==> src/mob_pkg.sv <==
// shared types and codes for the managed object bring-up state machine
// no dependencies; used by mob_step and managed_object_bringup_fsm
`timescale 1ns / 1ps
`default_nettype none

package mob_pkg;

    // object phase
    typedef enum logic [1:0] {
        PH_NOT_INSTALLED = 2'd0,
        PH_DEPENDENCY    = 2'd1,
        PH_OFFLINE       = 2'd2,
        PH_ENABLED       = 2'd3
    } t_phase;

    // command sent toward the peer
    typedef enum logic [2:0] {
        CMD_NONE      = 3'd0,
        CMD_SET_ATTR  = 3'd1,
        CMD_UNLOCK    = 3'd2,
        CMD_LOCK      = 3'd3,
        CMD_OPSTART   = 3'd4
    } t_cmd;

    // event codes
    typedef enum logic [2:0] {
        OP_SW_ACT_REP   = 3'd0,
        OP_STATE_REPORT = 3'd1,
        OP_ATTR_ACK     = 3'd2,
        OP_OPSTART_ACK  = 3'd3,
        OP_OPSTART_NACK = 3'd4,
        OP_FORCE_LOCK   = 3'd5,
        OP_LINK_DOWN    = 3'd6
    } t_op;

    // reported availability codes
    localparam logic [2:0] AV_NOT_INSTALLED = 3'd0;
    localparam logic [2:0] AV_POWER_OFF     = 3'd1;
    localparam logic [2:0] AV_DEPENDENCY    = 3'd2;
    localparam logic [2:0] AV_OFF_LINE      = 3'd3;
    localparam logic [2:0] AV_OK            = 3'd4;

    // progress flags of the configure sequence
    typedef struct packed {
        logic attr_sent;
        logic attr_acked;
        logic unlock_sent;
        logic start_sent;
        logic forced_lock;
    } t_flags;

    // one incoming event
    typedef struct packed {
        logic [2:0] op;
        logic       new_enabled;
        logic [2:0] new_availability;
        logic       new_unlocked;
        logic       recorded_unlocked;
        logic       lock_request;
    } t_event;

    // outcome of one event
    typedef struct packed {
        t_phase phase;
        t_flags flags;
        t_cmd   cmd;
        logic   rejected;
    } t_step_res;

endpackage

`default_nettype wire

==> src/mob_step.sv <==
// next-state and command logic for one event of the bring-up state machine
// depends on mob_pkg
`timescale 1ns / 1ps
`default_nettype none

module mob_step (
    input  wire mob_pkg::t_event    i_event,
    input  wire mob_pkg::t_phase    i_phase,
    input  wire mob_pkg::t_flags    i_flags,
    input  wire logic               i_skip_offline,
    output mob_pkg::t_step_res      o_res
);

    // one configure pass, at most one command
    function automatic mob_pkg::t_step_res configure(
        mob_pkg::t_step_res base, logic unlocked, logic allow_start);
        mob_pkg::t_step_res r;
        r = base;
        if (!r.flags.attr_sent && !r.flags.attr_acked) begin
            r.flags.attr_sent = 1'b1;
            r.cmd = mob_pkg::CMD_SET_ATTR;
        end else if (!unlocked && r.flags.attr_acked && !r.flags.unlock_sent) begin
            r.flags.unlock_sent = 1'b1;
            r.cmd = mob_pkg::CMD_UNLOCK;
        end else if (allow_start && unlocked && r.flags.attr_acked
                     && !r.flags.start_sent) begin
            r.flags.start_sent = 1'b1;
            r.cmd = mob_pkg::CMD_OPSTART;
        end
        return r;
    endfunction

    // enter a phase with its enter action chained in
    function automatic mob_pkg::t_step_res enter(
        mob_pkg::t_step_res base, mob_pkg::t_phase next, logic rec_unlocked,
        logic skip);
        mob_pkg::t_step_res r;
        r = base;
        case (next)
            mob_pkg::PH_DEPENDENCY: begin
                if (skip) begin
                    r.phase = mob_pkg::PH_OFFLINE;
                    r = configure(r, rec_unlocked, 1'b1);
                end else begin
                    r.phase = mob_pkg::PH_DEPENDENCY;
                    r = configure(r, rec_unlocked, 1'b0);
                end
            end
            mob_pkg::PH_OFFLINE: begin
                r.phase = mob_pkg::PH_OFFLINE;
                r = configure(r, rec_unlocked, 1'b1);
            end
            default: begin
                // not installed and enabled both restart the sequence
                r.phase = next;
                r.flags.attr_sent   = 1'b0;
                r.flags.attr_acked  = 1'b0;
                r.flags.unlock_sent = 1'b0;
                r.flags.start_sent  = 1'b0;
            end
        endcase
        return r;
    endfunction

    // state change report handling
    function automatic mob_pkg::t_step_res state_report(
        mob_pkg::t_step_res base, mob_pkg::t_event ev, logic skip);
        mob_pkg::t_step_res r;
        logic gone;
        logic offl;
        logic dep;
        r    = base;
        gone = (ev.new_availability == mob_pkg::AV_NOT_INSTALLED)
            || (ev.new_availability == mob_pkg::AV_POWER_OFF);
        offl = (ev.new_availability == mob_pkg::AV_OFF_LINE)
            || (ev.new_availability == mob_pkg::AV_OK);
        dep  = (ev.new_availability == mob_pkg::AV_DEPENDENCY);
        if (base.phase == mob_pkg::PH_ENABLED) begin
            if (ev.new_enabled) r = base;
            else if (gone) r = enter(base, mob_pkg::PH_NOT_INSTALLED,
                                     ev.recorded_unlocked, skip);
            else if (dep) r = enter(base, mob_pkg::PH_DEPENDENCY,
                                    ev.recorded_unlocked, skip);
            else if (offl) r = enter(base, mob_pkg::PH_OFFLINE,
                                     ev.recorded_unlocked, skip);
        end else if (ev.new_enabled) begin
            r = enter(base, mob_pkg::PH_ENABLED, ev.recorded_unlocked, skip);
        end else if (base.phase == mob_pkg::PH_NOT_INSTALLED) begin
            if (dep) r = enter(base, mob_pkg::PH_DEPENDENCY,
                               ev.recorded_unlocked, skip);
            else if (offl) r = enter(base, mob_pkg::PH_OFFLINE,
                                     ev.recorded_unlocked, skip);
        end else if (gone) begin
            r = enter(base, mob_pkg::PH_NOT_INSTALLED, ev.recorded_unlocked, skip);
        end else if (base.phase == mob_pkg::PH_DEPENDENCY) begin
            if (offl) r = enter(base, mob_pkg::PH_OFFLINE,
                                ev.recorded_unlocked, skip);
            else if (dep) r = configure(base, ev.new_unlocked, 1'b0);
        end else begin
            // offline
            if (dep && !skip) r = enter(base, mob_pkg::PH_DEPENDENCY,
                                        ev.recorded_unlocked, skip);
            else if (dep || offl) r = configure(base, ev.new_unlocked, 1'b1);
        end
        return r;
    endfunction

    // event dispatch
    always_comb begin
        mob_pkg::t_step_res base;
        base.phase    = i_phase;
        base.flags    = i_flags;
        base.cmd      = mob_pkg::CMD_NONE;
        base.rejected = 1'b0;
        o_res = base;
        case (mob_pkg::t_op'(i_event.op))
            mob_pkg::OP_SW_ACT_REP: begin
                o_res.rejected = (i_phase != mob_pkg::PH_NOT_INSTALLED);
            end
            mob_pkg::OP_STATE_REPORT: begin
                o_res = state_report(base, i_event, i_skip_offline);
            end
            mob_pkg::OP_ATTR_ACK: begin
                if (i_phase == mob_pkg::PH_DEPENDENCY
                    || i_phase == mob_pkg::PH_OFFLINE) begin
                    base.flags.attr_acked = 1'b1;
                    base.flags.attr_sent  = 1'b0;
                    o_res = configure(base, i_event.recorded_unlocked,
                                      i_phase == mob_pkg::PH_OFFLINE);
                end else begin
                    o_res.rejected = 1'b1;
                end
            end
            mob_pkg::OP_OPSTART_ACK, mob_pkg::OP_OPSTART_NACK: begin
                o_res.flags.start_sent = 1'b0;
            end
            mob_pkg::OP_FORCE_LOCK: begin
                o_res.flags.forced_lock = i_event.lock_request;
                o_res.cmd = i_event.lock_request ? mob_pkg::CMD_LOCK
                                                 : mob_pkg::CMD_UNLOCK;
            end
            mob_pkg::OP_LINK_DOWN: begin
                if (i_phase != mob_pkg::PH_NOT_INSTALLED) begin
                    o_res = enter(base, mob_pkg::PH_NOT_INSTALLED,
                                  i_event.recorded_unlocked, i_skip_offline);
                end
            end
            default: begin
                o_res.rejected = 1'b1;
            end
        endcase
    end

endmodule

`default_nettype wire

==> src/managed_object_bringup_fsm.sv <==
// top level of the managed object bring-up state machine: input register,
// phase and flag registers, result register; depends on mob_pkg, mob_step
//
// channel  | direction | handshake                  | payload
// ---------+-----------+----------------------------+-------------------------------
// event    | in        | i_valid / o_ready          | operation, new_*, recorded_*, lock
// result   | out       | o_valid / i_ready          | command, current_state, rejected
// config   | in        | i_cfg_valid / o_cfg_ready  | peer_skips_offline
//
// one event per cycle sustained while results are taken; an accepted event passes
// through the input register, then the step logic into the result register
// state is updated as the event leaves the input register, so events chain
// back to back; synchronous active-low reset clears phase, flags and config
// a stalled result register holds the input register, which then drops o_ready
`timescale 1ns / 1ps
`default_nettype none

module managed_object_bringup_fsm (
    input  wire logic       i_clk,
    input  wire logic       i_rst_n,
    input  wire logic       i_valid,
    output logic            o_ready,
    input  wire logic [2:0] i_operation,
    input  wire logic       i_new_enabled,
    input  wire logic [2:0] i_new_availability,
    input  wire logic       i_new_unlocked,
    input  wire logic       i_recorded_unlocked,
    input  wire logic       i_lock_request,
    input  wire logic       i_cfg_valid,
    output logic            o_cfg_ready,
    input  wire logic       i_cfg_peer_skips_offline,
    output logic            o_valid,
    input  wire logic       i_ready,
    output logic [2:0]      o_command,
    output logic [1:0]      o_current_state,
    output logic            o_rejected
);

    logic               r_in_valid;
    mob_pkg::t_event    r_in;
    mob_pkg::t_phase    r_phase;
    mob_pkg::t_flags    r_flags;
    logic               r_skip;
    logic               r_out_valid;
    mob_pkg::t_cmd      r_out_cmd;
    mob_pkg::t_phase    r_out_phase;
    logic               r_out_rej;
    mob_pkg::t_step_res step;
    logic               advance;

    // handshake
    assign advance     = r_in_valid && (!r_out_valid || i_ready);
    assign o_ready     = !r_in_valid || advance;
    assign o_cfg_ready = 1'b1;

    // configuration register
    always_ff @(posedge i_clk) begin
        if (!i_rst_n) begin
            r_skip <= 1'b0;
        end else if (i_cfg_valid) begin
            r_skip <= i_cfg_peer_skips_offline;
        end
    end

    // input register
    always_ff @(posedge i_clk) begin
        if (!i_rst_n) begin
            r_in_valid <= 1'b0;
        end else if (o_ready) begin
            r_in_valid <= i_valid;
        end
    end

    always_ff @(posedge i_clk) begin
        if (o_ready && i_valid) begin
            r_in <= '{op: i_operation, new_enabled: i_new_enabled,
                      new_availability: i_new_availability,
                      new_unlocked: i_new_unlocked,
                      recorded_unlocked: i_recorded_unlocked,
                      lock_request: i_lock_request};
        end
    end

    // event decision logic
    mob_step u_step (
        .i_event        (r_in),
        .i_phase        (r_phase),
        .i_flags        (r_flags),
        .i_skip_offline (r_skip),
        .o_res          (step)
    );

    // phase and flag registers
    always_ff @(posedge i_clk) begin
        if (!i_rst_n) begin
            r_phase <= mob_pkg::PH_NOT_INSTALLED;
            r_flags <= '0;
        end else if (advance) begin
            r_phase <= step.phase;
            r_flags <= step.flags;
        end
    end

    // result register
    always_ff @(posedge i_clk) begin
        if (!i_rst_n) begin
            r_out_valid <= 1'b0;
        end else if (advance) begin
            r_out_valid <= 1'b1;
        end else if (i_ready) begin
            r_out_valid <= 1'b0;
        end
    end

    always_ff @(posedge i_clk) begin
        if (advance) begin
            r_out_cmd   <= step.cmd;
            r_out_phase <= step.phase;
            r_out_rej   <= step.rejected;
        end
    end

    assign o_valid         = r_out_valid;
    assign o_command       = r_out_cmd;
    assign o_current_state = r_out_phase;
    assign o_rejected      = r_out_rej;

    // a rejected event leaves phase and flags untouched
    a_reject_holds: assert property (@(posedge i_clk) disable iff (!i_rst_n)
        (advance && step.rejected) |=>
            (r_phase == $past(r_phase) && r_flags == $past(r_flags)))
        else $error("rejected event changed state");

    // a rejected result carries no command
    a_reject_no_cmd: assert property (@(posedge i_clk) disable iff (!i_rst_n)
        (o_valid && o_rejected) |-> (o_command == mob_pkg::CMD_NONE))
        else $error("rejected result with a command");

    // in the not-installed and enabled phases the configure flags stay clear
    a_flags_clear: assert property (@(posedge i_clk) disable iff (!i_rst_n)
        (r_phase == mob_pkg::PH_NOT_INSTALLED || r_phase == mob_pkg::PH_ENABLED)
            |-> (!r_flags.attr_sent && !r_flags.attr_acked
                 && !r_flags.unlock_sent && !r_flags.start_sent))
        else $error("configure flags set in a settled phase");

    // the input side only stalls behind a held event
    a_stall_cause: assert property (@(posedge i_clk) disable iff (!i_rst_n)
        !o_ready |-> (r_in_valid && r_out_valid && !i_ready))
        else $error("input stalled without a held result");

endmodule

`default_nettype wire

==> config.mk <==
export PLATFORM = sky130hd
export DESIGN_NAME = managed_object_bringup_fsm
export DESIGN_NICKNAME = d
export VERILOG_FILES = /design/src/mob_pkg.sv /design/src/mob_step.sv /design/src/managed_object_bringup_fsm.sv
export SDC_FILE = /design/constraint.sdc
export NUM_CORES = 1
export LEC_CHECK = 0
export BUFFER_PORTS_ARGS = -buffer_cell sky130_fd_sc_hd__clkbuf_2
export CAP_MARGIN = 20
export CORE_MARGIN = 2
export CORE_UTILIZATION = 28
export DETAILED_ROUTE_END_ITERATION = 10
export GPL_ROUTABILITY_DRIVEN = 0
export SETUP_SLACK_MARGIN = 0.15
export SLEW_MARGIN = 15
export SYNTH_ARGS = -nofsm -noshare
export SYNTH_HDL_FRONTEND = slang
export SYNTH_SLANG_ARGS = --single-unit
==> constraint.sdc <==
create_clock -name i_clk -period 2.7 [get_ports i_clk]
set_input_delay 0.405 -clock i_clk [delete_from_list [all_inputs] [get_ports i_clk]]
set_output_delay 0.405 -clock i_clk [all_outputs]
set_load 0.02 [all_outputs]
**Yosys cells after proc, flatten, opt, wreduce, memory -nomap -nowiden**

Index checks and enable logic that the tools add are counted.

- Register bits after elaboration: 26
- Word-level logic and storage cells: 148
- Bits of input ports: 16

- Bitwise logic cells: 2
- Reductions and logical operators: 45
- Multiplexer cells: 50
- Eq/ne operators: 33

Operator list:

| cell | count |
|---|---|
| 2-to-1 mux 11 bit | 13 |
| 2-to-1 mux 3 bit | 10 |
| 2-to-1 mux 9 bit | 2 |
| 2-to-1 mux 1 bit | 16 |
| inequality test 8 x 2 -> 1 bit, second input constant | 2 |
| inequality test 8 x 4 -> 1 bit, second input constant | 2 |
| one-hot mux 4 bit (4 select lines) | 1 |
| logical AND 1 bit | 15 |
| one-hot mux 5 bit (3 select lines) | 1 |
| AND reduction 7 bit | 2 |
| equality test 3 x 2 -> 1 bit, second input constant | 4 |
| equality test 3 bit, second input constant | 4 |
| AND reduction 12 bit | 1 |
| AND reduction 10 bit | 1 |
| zero test 1 bit | 9 |
| inequality test 3 bit, second input constant | 3 |
| AND reduction 9 bit | 1 |
| 2-to-1 mux 2 bit | 4 |
| 2-to-1 mux 8 bit | 1 |
| inequality test 2 x 1 -> 1 bit, second input constant | 4 |
| inequality test 8 x 3 -> 1 bit, second input constant | 1 |
| inequality test 8 x 5 -> 1 bit, second input constant | 1 |
| inequality test 7 x 3 -> 1 bit, second input constant | 1 |
| equality test 3 x 1 -> 1 bit, second input constant | 2 |
| 18 further kinds | 29 |

**Depth between registers and ports, before layout**

- Depth in word-level cells: 13
- Gate-level depth with buffers: 8
- Mapped depth without buffers: 7

**Cells and area by module**

A second synthesis with hierarchy kept.

- Cells, all modules: 182
- Area, all modules: 1773.0 µm²

Modules (own cells, without submodules):

| module | cells an instance | seq. area each (µm²) | times used | area each (µm²) |
|---|---|---|---|---|
| managed_object_bringup_fsm | 61 | 680.7 | 1 | 903.4 |
| mob_step | 121 | 0.0 | 1 | 869.6 |

**Worst setup path after synthesis**

No wires, ideal clock.

- Path type: reg2reg
- Start: register r_phase[1]
- End: register r_out_phase[1] (netlist: o_current_state[1]), data pin
- Path buffers: 1
- Arrival: 1.923 ns
- Setup time: 0.262 ns
- Period minus slack after synthesis: 2.186 ns
- Stages on the path, launching flop included: 9
- Slack: 0.514 ns
- Cells stage by stage: dfxtp_1 -> inv_1 -> ha_1 -> clkbuf_1 -> a211oi_1 -> o22ai_1 -> o311ai_1 -> a21oi_1 -> or2_2

RTL lines:

| element | line | RTL |
|---|---|---|
| start: declaration | managed_object_bringup_fsm.sv:41 | `mob_pkg::t_phase r_phase;` |
| start signal: assignment | managed_object_bringup_fsm.sv:96 | `r_phase <= mob_pkg::PH_NOT_INSTALLED;` |
| start signal: assignment | managed_object_bringup_fsm.sv:99 | `r_phase <= step.phase;` |
| end signal: assignment | managed_object_bringup_fsm.sv:118 | `r_out_phase <= step.phase;` |
| end: declaration | managed_object_bringup_fsm.sv:46 | `mob_pkg::t_phase r_out_phase;` |

**Worst setup path after layout**

- Start: register r_phase[0]
- End: register r_flags[2] in the netlist's numbering

- Cells in the longest elaborated chain, start to end: 7

Ends and longest elaborated chain:

| element | line | RTL |
|---|---|---|
| equality test 2 x 1 -> 1 bit | mob_step.sv:95, mob_step.sv:124 |  |
| 2-to-1 mux 11 bit | mob_step.sv:95 | `end else if (base.phase == mob_pkg::PH_DEPENDENCY) begin` |
| 2-to-1 mux 11 bit | mob_step.sv:93 | `end else if (gone) begin` |
| 2-to-1 mux 11 bit | mob_step.sv:88 | `end else if (base.phase == mob_pkg::PH_NOT_INSTALLED) begin` |
| 2-to-1 mux 11 bit | mob_step.sv:86 | `end else if (ev.new_enabled) begin` |
| 2-to-1 mux 11 bit | mob_step.sv:78 | `if (base.phase == mob_pkg::PH_ENABLED) begin` |
| one-hot mux 5 bit (3 select lines) | mob_step.sv:116 | `case (mob_pkg::t_op'(i_event.op))` |
| end signal: assignment | managed_object_bringup_fsm.sv:100 | `r_flags <= step.flags;` |
| end: declaration | managed_object_bringup_fsm.sv:42 | `mob_pkg::t_flags r_flags;` |

Parallel ways exist; a longest one is shown, timed or not. The select of a mux whose other input is x is not followed.
A chain may end at the register's enable or synchronous reset.

==> results.txt <==
status = completed
largest family of logic cells by synthesized area = compound AO/OA/AOI/OAI gates
vias in the first global route = 1579
Post-Synth Adder-Cell Area = 3.98%
Total GRT Usage = 14.3%
period utilization = 88.6%
Fillers = 689
VDD IR max = 197 µV
hold buffer count at CTS = 0
largest net degree at the start of global routing = 16
warnings from Yosys = 0
Seq/Total Area, Yosys = 35.0%
Clock transition at path regs = 0.10 ns
Cell Area, Synth = 1890 µm²
crit path time final = 2.39 ns
die height = 86.1 µm
Clock Path Buffers = 2
DP HPWL = 3680 µm
vias per cell = 5.56
initial antenna violation count = 0
Worst R2R Setup Slack = 0.31 ns
Syn Inst Count = 210
io pins = 25
P&R area growth vs syn = 11.7%
Yosys top cell area share = 25.5%
syn nets = 232
CP required = 2.90 ns
setup TNS = 0 ns
synthesized area per cell = 8.98 µm²
leading cell type by number of instances after synthesis = nor2_1
endpoint class of the critical path = register
top cells by area, synth = edfxtp_1, dfxtp_1, ha_1, nor2_1, a21oi_1
top cells by count, synth = nor2_1, edfxtp_1, a21oi_1
row cnt = 29
CTS Root Buffer Type = clkbuf_8
post-synthesis mux area share = 2.19%
Core Area = 6420 µm²
CTS tree = built
Synth Area in Compound Gates = 25.9%
cts bufs inserted = 3
worst skew pair latency = 0.28 ns
Least-Margin Pin Slew = 0.600 ns
Initial Util = 29.4%
Max Clock Skew = 0.00879 ns
Synth Flop Type = edfxtp_1
Leakage = 0.780 nW
Max Cap Viol = 0
Fmax achieved = 418 MHz
crit start category = register
Detailed Route WL = 5050 µm
initial DRC count = 259
wire per inst = 16.5 µm
Synth cell types = 64
htree depth = 1
Hold Vio Cnt, Final = 0
fraction of layout cells with a size suffix above 1 = 21.8%
Slew Viols, Final = 0
PortBufs = 23
global route overflow = 0
area taken by multi-input logic gates = 1090 µm²
worst hold slack = 0.292 ns
DRC viols = 0
fin nets = 252
first drt pass iteration count = 4
async set or reset register ratio after synthesis = 0%
CP Data Arrival Time = 2.60 ns
PD cells = 389 nW/µm²
Max FO, Critical Path = 13
Hold WC Path Type = in -> reg
Rel. slew slack = 59.7%
Post-Synth Simple-Gate Area = 24.9%
#FFs+latches synth = 25
first-pass GRT wire length = 8280 µm
Die Width = 86.1 µm
EDFF count, synth = 16
ANT cells = 0
DRT antenna net count = 0
WS Path Type = reg -> reg
post-synth top area cell = edfxtp_1
register area = 661 µm²
CTS Sinks = 25
Post-Synth XOR/XNOR Area = 0.464%
die area = 7410 µm²
Setup Viol. Count Final = 0
DR vias = 1702
unrepaired setup endpoints after global routing = no
## per-stage QoR
stage | utilization [%] | area, µm² | std cells | power (mW) | setup slack [ns]
after detailed placement | 32.0 | 2060 | 302 | 0.590 | 0.293
final | 32.8 | 2110 | 306 | 0.820 | 0.308
after CTS | 32.7 | 2100 | 306 | 0.828 | 0.274
after floorplan | - | 1890 | 210 | 0.549 | 0.514
after global placement | 32.0 | 2060 | 302 | 0.590 | 0.367
after global routing | 32.8 | 2110 | 306 | 0.861 | 0.157
## cell type report
type | instances | area share [%]
multi-input combinational | 159 | 51.8
clock buffer | 4 | 2.14
inverter | 10 | 1.78
sequential | 25 | 31.4
tap | 77 | 4.57
timing repair buffer | 31 | 8.31
## worst max-delay path, cell delays in order (launching register included)
cell	delay, ns
dfxtp_1	0.42
inv_1	0.15
ha_1	0.25
buf_4	0.19
or3_1	0.41
o32ai_1	0.37
nand2_1	0.12
and3_1	0.19
a221oi_2	0.22
## flip-flops by register name, indices dropped and copies added, names as in the netlist
register / flops
r_phase: 2
r_in: 10
o_valid: 1
o_current_state: 2
r_in_valid: 1
o_rejected: 1
r_skip: 1
o_command: 3
r_flags: 4
## per-layer routing
| metal | routed length, µm | global-route usage, % | up-vias |
|---|---|---|---|
| li1 | - | - | 835 |
| met1 | 2260 | 19.6 | 790 |
| met2 | 2340 | 22.1 | 70 |
| met3 | 396 | 3.27 | 7 |
| met4 | 49 | 4.76 | 0 |
| met5 | 0 | 0 | - |
## power by group
group	total, mW	leakage (nW)	switching [mW]	internal (mW)
clock	0.237	0.0228	0.131	0.106
combinational	0.133	0.529	0.0777	0.0555
sequential	0.450	0.228	0.0251	0.425
total	0.820	0.780	0.233	0.587
## cells by family (layout without fill, tap and decap cells)
logic type	Yosys count	count (layout)
buf+inv	26	45
compound gates	67	67
fa+ha+maj	6	6
flops	25	25
other cells	1	1
simple gates	80	80
xor+xnor	1	1
mux	4	4
## timing repair
action                     in CTS  in global routing
resized for setup               0                  1
setup buffers                   0                  0
setup endpoints to repair       0                  1
## placed cells by master, fill, tap and decap left out, types with 2 or more instances in the layout
cell / instances
a2bb2oi_1: 2
o21a_1: 2
o32ai_1: 2
nand3_1: 5
nor2b_1: 4
or2_2: 3
inv_1: 10
clkbuf_8: 3
o22ai_1: 2
edfxtp_1: 16
nand2_1: 11
or4b_4: 2
a221oi_2: 2
clkbuf_2: 23
or3_1: 2
a31oi_1: 4
o21ai_0: 11
dfxtp_1: 9
and3_1: 3
nand4b_1: 2
nand4_1: 4
o31ai_1: 4
a21oi_1: 14
nor2_1: 20
o221ai_1: 2
nand2b_1: 8
nor3b_1: 3
a211oi_1: 3
mux2i_1: 3
ha_1: 6
o211ai_1: 3
nor3_1: 2
buf_4: 8
## path summary, 6_finish.rpt
| kind | start | endpoint | cells past startpoint |
|---|---|---|---|
| max | r_phase[0]$_SDFFE_PN0P_ | r_flags[2]$_SDFFE_PN0P_ | 8 |
| min | i_new_availability[0] | r_in[3]$_DFFE_PP_ | 1 |
| max reg2reg | r_phase[0]$_SDFFE_PN0P_ | r_flags[2]$_SDFFE_PN0P_ | 8 |
| min reg2reg | r_flags[2]$_SDFFE_PN0P_ | r_flags[2]$_SDFFE_PN0P_ | 2 |
No activity file was read; power rests on OpenSTA's default activity.
